`src/rtl/core/lru_key_value_cache_top_macros.svh`:
```
// ----------------------------------------------------------------------------
// lru key-value cache assertion macros
// shared clocked assertion forms, disabled during reset
// ----------------------------------------------------------------------------
`ifndef LRU_KEY_VALUE_CACHE_TOP_MACROS_SVH
`define LRU_KEY_VALUE_CACHE_TOP_MACROS_SVH

// same-cycle implication
`define LRUC_ASSERT_IMPL(label, ante, cons, msg) \
   label: assert property (@(posedge clock) disable iff (reset) (ante) |-> (cons)) \
      else $error(msg);

// next-cycle implication
`define LRUC_ASSERT_NEXT(label, ante, cons, msg) \
   label: assert property (@(posedge clock) disable iff (reset) (ante) |=> (cons)) \
      else $error(msg);

`endif

```
`src/rtl/core/lruc_pkg.sv`:
```
// ----------------------------------------------------------------------------
// lru key-value cache package
// transaction types, field widths and fixed codes
// ----------------------------------------------------------------------------
package lruc_pkg;

   localparam int KEY_BITS   = 32;
   localparam int VALUE_BITS = 32;
   localparam int CAP_BITS   = 5;

   localparam logic [CAP_BITS-1:0]   CAP_RESET  = 5'd16;
   localparam logic [VALUE_BITS-1:0] MISS_VALUE = '1;

   typedef enum logic {
      KIND_GET = 1'b0,
      KIND_PUT = 1'b1
   } kind_type;

   typedef struct packed {
      kind_type                      kind;
      logic signed [KEY_BITS-1:0]    key;
      logic signed [VALUE_BITS-1:0]  value;
   } req_type;

   typedef struct packed {
      logic                          found;
      logic signed [VALUE_BITS-1:0]  read_value;
   } rsp_type;

endpackage

```
`src/rtl/core/lruc_lookup.sv`:
```
// ----------------------------------------------------------------------------
// lru key-value cache lookup
// parallel key match over all entries, lowest matching entry wins
// ----------------------------------------------------------------------------
module lruc_lookup #(
   parameter int ENTRIES = 16
) (
   input  logic [ENTRIES-1:0]              valid,
   input  logic [lruc_pkg::KEY_BITS-1:0]   keys [ENTRIES],
   input  logic [lruc_pkg::KEY_BITS-1:0]   probe,
   output logic [ENTRIES-1:0]              hit_vec,
   output logic                            hit
);

   logic [ENTRIES-1:0] match;

   always_comb begin
      for (int i = 0; i < ENTRIES; i++) begin
         match[i] = valid[i] && (keys[i] == probe);
      end
   end

   // isolate lowest set bit
   assign hit_vec = match & (~match + ENTRIES'(1));
   assign hit     = |match;

endmodule

```
`src/rtl/core/lru_key_value_cache_top.sv`:
```
// ----------------------------------------------------------------------------
// lru key-value cache
// fully associative key-value store with least-recently-used replacement
// ----------------------------------------------------------------------------
// usage
//   req channel: a transaction (get or put) is taken at a rising edge with
//   start high and busy low; busy stays low, so one transaction per cycle
//   rsp channel: one result per transaction, shown for exactly one cycle
//   with rsp_valid high; the receiver has no way to stall it
//   csr channel: capacity write, taken when csr_valid and csr_ready are high;
//   csr_ready is always high, write only while no transaction is in flight
// path: the request lands in an input register; the whole lookup and state
//   update run from it and load the result register, which drives rsp_valid
//   and rsp_data
// throughput: one transaction per cycle, set by the combinational parallel
//   key match and rank update between the input and result registers
// reset: synchronous, active high; store empty, capacity 16, nothing in flight
// ----------------------------------------------------------------------------
`include "lru_key_value_cache_top_macros.svh"

module lru_key_value_cache_top #(
   parameter int ENTRIES = 16
) (
   input  logic                                clock,
   input  logic                                reset,
   input  logic                                start,
   output logic                                busy,
   input  lruc_pkg::req_type                   req_data,
   output logic                                rsp_valid,
   output lruc_pkg::rsp_type                   rsp_data,
   input  logic                                csr_valid,
   output logic                                csr_ready,
   input  logic [lruc_pkg::CAP_BITS-1:0]       csr_data
);

   localparam int RANK_BITS = $clog2(ENTRIES);
   localparam int FILL_BITS = $clog2(ENTRIES + 1);
   localparam int CMP_BITS  = (FILL_BITS > lruc_pkg::CAP_BITS) ? FILL_BITS
                                                                : lruc_pkg::CAP_BITS;

   // configuration
   logic [lruc_pkg::CAP_BITS-1:0]   cap_ff;

   // input register
   logic                            req_vld_ff;
   lruc_pkg::req_type               req_ff;

   // result register
   logic                            rsp_vld_ff, rsp_vld_in;
   lruc_pkg::rsp_type               rsp_ff, rsp_in;

   // entry state
   logic [lruc_pkg::KEY_BITS-1:0]   key_ff [ENTRIES];
   logic [lruc_pkg::KEY_BITS-1:0]   key_in [ENTRIES];
   logic [lruc_pkg::VALUE_BITS-1:0] val_ff [ENTRIES];
   logic [lruc_pkg::VALUE_BITS-1:0] val_in [ENTRIES];
   logic [RANK_BITS-1:0]            rank_ff [ENTRIES];
   logic [RANK_BITS-1:0]            rank_in [ENTRIES];
   logic [ENTRIES-1:0]              valid_ff, valid_in;
   logic [FILL_BITS-1:0]            fill_ff, fill_in;

   // working signals
   logic [ENTRIES-1:0]              hit_vec;
   logic                            hit;
   logic [RANK_BITS-1:0]            hit_rank;
   logic [lruc_pkg::VALUE_BITS-1:0] hit_val;
   logic [CMP_BITS-1:0]             cap_ext, cap_eff;
   logic [FILL_BITS-1:0]            fill_m1;
   logic [RANK_BITS-1:0]            old_rank;
   logic [ENTRIES-1:0]              victim_vec, free_vec, slot_vec, keep_vec, mru_vec;
   logic                            is_put, evict;
   logic [FILL_BITS-1:0]            valid_cnt;

   // every cycle takes a transaction, capacity writes always land
   assign busy      = 1'b0;
   assign csr_ready = 1'b1;

   assign rsp_valid = rsp_vld_ff;
   assign rsp_data  = rsp_ff;

   lruc_lookup #(
      .ENTRIES (ENTRIES)
   ) u_lookup (
      .valid   (valid_ff),
      .keys    (key_ff),
      .probe   (req_ff.key),
      .hit_vec (hit_vec),
      .hit     (hit)
   );

   // capacity clamp: zero acts as one, anything above the store acts as full size
   always_comb begin
      cap_ext = CMP_BITS'(cap_ff);
      priority if (cap_ext == '0) begin
         cap_eff = CMP_BITS'(1);
      end else if (cap_ext > CMP_BITS'(ENTRIES)) begin
         cap_eff = CMP_BITS'(ENTRIES);
      end else begin
         cap_eff = cap_ext;
      end
   end

   // least recent entry holds the rank fill-1, ranks of valid entries are distinct
   assign fill_m1  = fill_ff - FILL_BITS'(1);
   assign old_rank = fill_m1[RANK_BITS-1:0];
   assign is_put   = (req_ff.kind == lruc_pkg::KIND_PUT);
   assign evict    = is_put && !hit && (CMP_BITS'(fill_ff) >= cap_eff);

   always_comb begin
      hit_rank = '0;
      hit_val  = '0;
      for (int i = 0; i < ENTRIES; i++) begin
         hit_rank      = hit_rank | (rank_ff[i] & {RANK_BITS{hit_vec[i]}});
         hit_val       = hit_val | (val_ff[i] & {lruc_pkg::VALUE_BITS{hit_vec[i]}});
         victim_vec[i] = valid_ff[i] && (rank_ff[i] == old_rank);
         mru_vec[i]    = valid_ff[i] && (rank_ff[i] == '0);
      end
   end

   // insert goes to the lowest free entry, counting the evicted one as free
   assign keep_vec = valid_ff & ~(evict ? victim_vec : '0);
   assign free_vec = ~keep_vec;
   assign slot_vec = free_vec & (~free_vec + ENTRIES'(1));

   // state update and result
   always_comb begin
      valid_in   = valid_ff;
      fill_in    = fill_ff;
      rsp_vld_in = req_vld_ff;
      rsp_in     = rsp_ff;
      for (int i = 0; i < ENTRIES; i++) begin
         key_in[i]  = key_ff[i];
         val_in[i]  = val_ff[i];
         rank_in[i] = rank_ff[i];
      end

      if (req_vld_ff) begin
         rsp_in.found = hit;
         unique case (req_ff.kind)
            lruc_pkg::KIND_GET: begin
               rsp_in.read_value = hit ? hit_val : lruc_pkg::MISS_VALUE;
            end
            lruc_pkg::KIND_PUT: begin
               rsp_in.read_value = '0;
            end
            default: begin
               rsp_in.read_value = '0;
            end
         endcase

         if (hit) begin
            // touch: newer entries age by one, the hit entry becomes newest
            for (int i = 0; i < ENTRIES; i++) begin
               if (valid_ff[i] && (rank_ff[i] < hit_rank)) begin
                  rank_in[i] = rank_ff[i] + RANK_BITS'(1);
               end
               if (hit_vec[i]) begin
                  rank_in[i] = '0;
                  if (is_put) begin
                     val_in[i] = req_ff.value;
                  end
               end
            end
         end else if (is_put) begin
            // insert: every surviving entry ages, the new pair is newest
            for (int i = 0; i < ENTRIES; i++) begin
               if (keep_vec[i]) begin
                  rank_in[i] = rank_ff[i] + RANK_BITS'(1);
               end
               valid_in[i] = keep_vec[i] | slot_vec[i];
               if (slot_vec[i]) begin
                  key_in[i]  = req_ff.key;
                  val_in[i]  = req_ff.value;
                  rank_in[i] = '0;
               end
            end
            fill_in = evict ? fill_ff : fill_ff + FILL_BITS'(1);
         end
      end
   end

   // control registers
   always_ff @(posedge clock) begin
      if (reset) begin
         cap_ff     <= lruc_pkg::CAP_RESET;
         req_vld_ff <= 1'b0;
         rsp_vld_ff <= 1'b0;
         valid_ff   <= '0;
         fill_ff    <= '0;
         for (int i = 0; i < ENTRIES; i++) begin
            rank_ff[i] <= '0;
         end
      end else begin
         if (csr_valid && csr_ready) begin
            cap_ff <= csr_data;
         end
         req_vld_ff <= start && !busy;
         rsp_vld_ff <= rsp_vld_in;
         valid_ff   <= valid_in;
         fill_ff    <= fill_in;
         for (int i = 0; i < ENTRIES; i++) begin
            rank_ff[i] <= rank_in[i];
         end
      end
   end

   // payload registers
   always_ff @(posedge clock) begin
      if (start && !busy) begin
         req_ff <= req_data;
      end
      rsp_ff <= rsp_in;
      for (int i = 0; i < ENTRIES; i++) begin
         key_ff[i] <= key_in[i];
         val_ff[i] <= val_in[i];
      end
   end

   // number of valid entries, compared against the fill count
   assign valid_cnt = FILL_BITS'($countones(valid_ff));

   // fill count tracks the number of valid entries
   `LRUC_ASSERT_IMPL(a_fill_matches_valid, 1'b1, (valid_cnt == fill_ff), "fill count off")

   // every accepted transaction yields a result on the following cycle
   `LRUC_ASSERT_NEXT(a_rsp_follows_req, req_vld_ff, rsp_valid, "result missing after transaction")

   // a non-empty store has exactly one most recent entry
   `LRUC_ASSERT_IMPL(a_single_mru, (valid_ff != '0), $onehot(mru_vec), "mru not unique")

endmodule
```
`config.mk`:
```
export PLATFORM = sky130hd
export DESIGN_NAME = lru_key_value_cache_top
export DESIGN_NICKNAME = d
export VERILOG_FILES = /design/src/rtl/core/lruc_pkg.sv /design/src/rtl/core/lruc_lookup.sv /design/src/rtl/core/lru_key_value_cache_top.sv
export VERILOG_INCLUDE_DIRS = /design/src /design/src/rtl/core
export SDC_FILE = /design/constraint.sdc
export NUM_CORES = 2
export LEC_CHECK = 0
export ABC_CLOCK_PERIOD_IN_PS = 12500
export BUFFER_PORTS_ARGS = -buffer_cell sky130_fd_sc_hd__buf_4
export CAP_MARGIN = 15
export CORE_MARGIN = 2
export CORE_UTILIZATION = 68
export DETAILED_ROUTE_END_ITERATION = 12
export HOLD_SLACK_MARGIN = 0.02
export PLACE_DENSITY = 0.83
export SYNTH_ARGS = -nofsm -noshare
export SYNTH_HDL_FRONTEND = slang
export SYNTH_SLANG_ARGS = --single-unit
```
`constraint.sdc`:
```
create_clock -name clock -period 12.5 [get_ports clock]
set_input_delay 0.625 -clock clock [delete_from_list [all_inputs] [get_ports clock]]
set_output_delay 0.625 -clock clock [all_outputs]
set_load 0.005 [all_outputs]
```
==> impl_results.rst <==
.. list-table::
   :header-rows: 1

   * - Metric
     - Value
   * - Fin Clk Skew
     - between 0.06 and 0.07 ns
   * - Die Wd
     - 284 um
   * - Sequential-to-total area share from yosys stat
     - 0.669
   * - Number of buffers inserted by port buffering
     - 107
   * - Detail Route Antenna Nets
     - 0
   * - Count of cells along the worst hold path
     - 1
   * - Final critical path time including I/O delays and setup
     - between 7 and 8 ns
   * - TritonCTS Buffers
     - 114
   * - Largest net degree at the start of global routing
     - 76
   * - Total clock sinks
     - 1214
   * - Register-to-register path setup slack
     - 4.98 ns
   * - Setup repair bufs after CTS
     - 0
   * - Area of the mapped netlist
     - between 0.05 and 0.06 sq mm
   * - Endpoint type of the worst setup path
     - flop
   * - Part of the cycle the worst path needs
     - 0.601
   * - Final weighted congestion in routability-driven placement
     - 1.03
   * - # H-tree levels
     - 3
   * - Wire length of the first global-routing pass
     - 227000 um
   * - Hold/Removal Path Class
     - in2reg
   * - Die span in y
     - around 280 um
   * - Max Fanout on Critical Path
     - 42
   * - Fraction of final layout cells sized beyond drive strength 1
     - 0.120
   * - Critical path type
     - reg2reg
   * - Final Max Tran Viols
     - 0
   * - End of the worst register-to-register path
     - val_ff[1][227]
   * - Average via count per standard cell
     - 7.02
   * - Share of async-settable or async-resettable flops after synthesis
     - 0
   * - Total Die Area
     - 0.0804 sq mm
   * - Met1 Track Usage GR
     - 0.541
   * - Met3 global-route usage
     - 0.0912
   * - Post-Synthesis Mean Instance Area
     - between 10 and 15 sq um
   * - Busiest layer in global routing
     - met2
   * - Initial Utilization
     - 0.686
   * - Count of different cell masters after synthesis
     - 102
   * - Starting DRC count in detailed routing
     - 5846
   * - Least-Margin Pin Slew
     - 1.23 ns
   * - Startpoint type of the worst setup path
     - flop
   * - Number of global-route vias before repair
     - approximately 35000
   * - Run status
     - finished clean
   * - Register bit count reported by yosys
     - about 1200
   * - Number of maximum-capacitance constraint violations
     - 0
   * - Aggregate global routing overflow
     - 0
   * - Reg-to-reg startpoint
     - req_ff[56]
   * - GRT Resource Usage Total
     - 0.383
   * - Cells after Synth
     - 3829
   * - Fin util
     - 0.763
   * - Number of hold violations in the final report
     - 0
   * - Placement Rows
     - 102
   * - Min-Delay Endpoint
     - req_ff[33]
   * - Wire length per cell
     - 30.5 um
   * - Hold Buf Count CTS
     - 0
   * - WP data arrival
     - 7.89 ns
   * - Worst reg2reg path depth
     - 14
   * - Setup TNS Final
     - 0 ns
   * - Maximum frequency from static timing analysis
     - 133 MHz
   * - Post-route DRC
     - 0
   * - Required time at the endpoint of the critical path
     - 12.87 ns
   * - Area delta synth->final
     - 11.2%
   * - Crit path launch
     - req_ff[56]
   * - Unrepaired setup endpoints after global routing
     - false
   * - Most instantiated flip-flop cell in the synthesis netlist
     - sky130_fd_sc_hd__edfxtp_1
   * - Global-route track usage on met2
     - 0.587
   * - Largest buffer count on any clock path
     - 3
   * - Overall routed net length
     - 155000 um
   * - Max_slew headroom
     - 0.181
   * - Number of I/O pins
     - 110
   * - Clock latency of the later-clocked register in the worst-skew pair
     - slightly above 0.7 ns
   * - 1st-pass router iterations
     - 7
   * - DR vias
     - 35800
   * - Static leakage power
     - 18.8 nW
   * - Resized cells post-CTS
     - 0
   * - Clock-pin slew on the worst setup and hold paths
     - approximately 0.060 ns
   * - # nets final
     - 4078
   * - Root buffer cell
     - sky130_fd_sc_hd__clkbuf_16
   * - Power per cell area
     - 144 mW/mm^2
   * - Number of flops mapped to enable cells by yosys
     - 1122
   * - Core Footprint
     - 0.0775 sq mm
   * - Beginning of the worst hold path
     - req_data[33]
   * - CTS tree
     - built
   * - Placed wire-length estimate after detailed placement
     - 95700 um
   * - Antenna diode count
     - 0
   * - Syn Nets
     - 3942
   * - Maximum vdd drop
     - 0.192 mV
   * - Initial antenna violation count
     - 0
   * - Total of warnings raised by yosys
     - 0
   * - Number of fillers in the final layout
     - between 4000 and 5000
   * - Setup Viol. Count Final
     - 0
   * - Tightest hold margin
     - 0.0889 ns
[metrics by stage]
stage	setup WS, ns	total power (W)	instances	area [sq um]
6_report	4.98	0.00848	5100	59100
5_1_grt	4.66	0.00866	5100	59100
4_1_cts	5.19	0.00847	5096	59000
3_5_place_dp	5.32	0.00509	4885	55300
3_3_place_gp	5.62	0.00508	4885	55300
2_1_floorplan	6.62	0.00490	3829	53100
[cell type report]
class | instances | area, sq um | share of cell area
timing repair buffer | 213 | 1650 | 0.0279
sequential | 1214 | 35500 | 0.601
inverter | 69 | 259 | 0.00438
tap | 1040 | 1300 | 0.0220
clock buffer | 143 | 3000 | 0.0508
clock inverter | 68 | 709 | 0.0120
multi-input combinational | 2353 | 16700 | 0.282
[metal layers]
metal	wire (um)	share of wire
met1	57800	0.37
met2	70700	0.46
met3	20900	0.13
met4	6010	0.039
met5	0	0
[critical path: stages, from the launching register on]
cell and delay (ns):
sky130_fd_sc_hd__edfxtp_1 0.36, sky130_fd_sc_hd__buf_4 0.44, sky130_fd_sc_hd__xor2_1 0.29, sky130_fd_sc_hd__nor4_1 0.08, sky130_fd_sc_hd__and3_1 0.20, sky130_fd_sc_hd__and4_2 0.21, sky130_fd_sc_hd__buf_4 0.30, sky130_fd_sc_hd__or4_4 0.64
sky130_fd_sc_hd__nor3_1 0.86, sky130_fd_sc_hd__nand4_1 1.12, sky130_fd_sc_hd__o41ai_1 0.87, sky130_fd_sc_hd__nand3_1 0.21, sky130_fd_sc_hd__a21oi_1 0.54, sky130_fd_sc_hd__nor2b_4 0.61, sky130_fd_sc_hd__buf_4 0.40
[cells by family after synthesis]
logic type	Yosys count	share of synthesized area
muxes	27	0.00518
other	2	0.000141
xor gates and xnor gates	589	0.0988
AOI/OAI and AO/OA	594	0.0828
adders and majority gates	57	0.0126
and+or+nand+nor	1084	0.109
DFF	1214	0.669
buffers and inverters	262	0.0230
[cells in the mapped netlist, types with 61 or more instances]
cell type,count,share of area
sky130_fd_sc_hd__a21oi_1,94,0.0089
sky130_fd_sc_hd__a22oi_1,102,0.014
sky130_fd_sc_hd__a31oi_1,80,0.0094
sky130_fd_sc_hd__clkbuf_1,105,0.0074
sky130_fd_sc_hd__dfxtp_1,92,0.035
sky130_fd_sc_hd__edfxtp_1,1122,0.63
sky130_fd_sc_hd__inv_1,67,0.0047
sky130_fd_sc_hd__nand2_1,192,0.014
sky130_fd_sc_hd__nand3_1,114,0.011
sky130_fd_sc_hd__nand4_1,137,0.016
sky130_fd_sc_hd__nor2_1,219,0.015
sky130_fd_sc_hd__nor3_1,63,0.0059
sky130_fd_sc_hd__nor4_1,112,0.013
sky130_fd_sc_hd__o21ai_0,61,0.0057
sky130_fd_sc_hd__xnor2_1,299,0.049
sky130_fd_sc_hd__xor2_1,283,0.047
[sequential cells by signal, summed over array words and instances (netlist names)]
register / count
req_ff: 64
rank_ff: 64
cap_ext: 5
val_ff: 512
fill_ff: 5
rsp_data: 33
rsp_valid: 1
key_ff: 512
valid_ff: 16
is_put: 1
req_vld_ff: 1
[worst max-delay path by stage]
| stage | to | slack (ns) | cells past startpoint |
|---|---|---|---|
| floorplan | val_ff[1][224] | 6.62 | 15 |
| global placement | val_ff[1][227] | 5.62 | 14 |
| detailed placement | val_ff[1][225] | 5.32 | 14 |
| CTS | val_ff[1][119] | 5.19 | 13 |
| global route | val_ff[1][231] | 4.66 | 14 |
| finish | val_ff[1][227] | 4.98 | 14 |
[placed cells by master, fill, tap and decap left out, drive strengths merged, types with 38 or more instances in the layout]
| master | count |
|---|---|
| edfxtp | 1122 |
| xnor2 | 300 |
| xor2 | 283 |
| nor2 | 219 |
| buf | 213 |
| nand2 | 192 |
| clkbuf | 143 |
| nand4 | 137 |
| nand3 | 115 |
| nor4 | 115 |
| a22oi | 102 |
| a21oi | 95 |
| dfxtp | 92 |
| a31oi | 82 |
| inv | 69 |
| o21ai | 68 |
| nor3 | 64 |
| clkinv | 52 |
| o2111ai | 40 |
| ha | 39 |
| or4 | 38 |
[report_power, final]
group          internal [W]  switching, W
Combinational      0.000143      0.000322
Clock               0.00192       0.00154
Sequential          0.00450     0.0000562
Power figures use the tool's default switching activity.
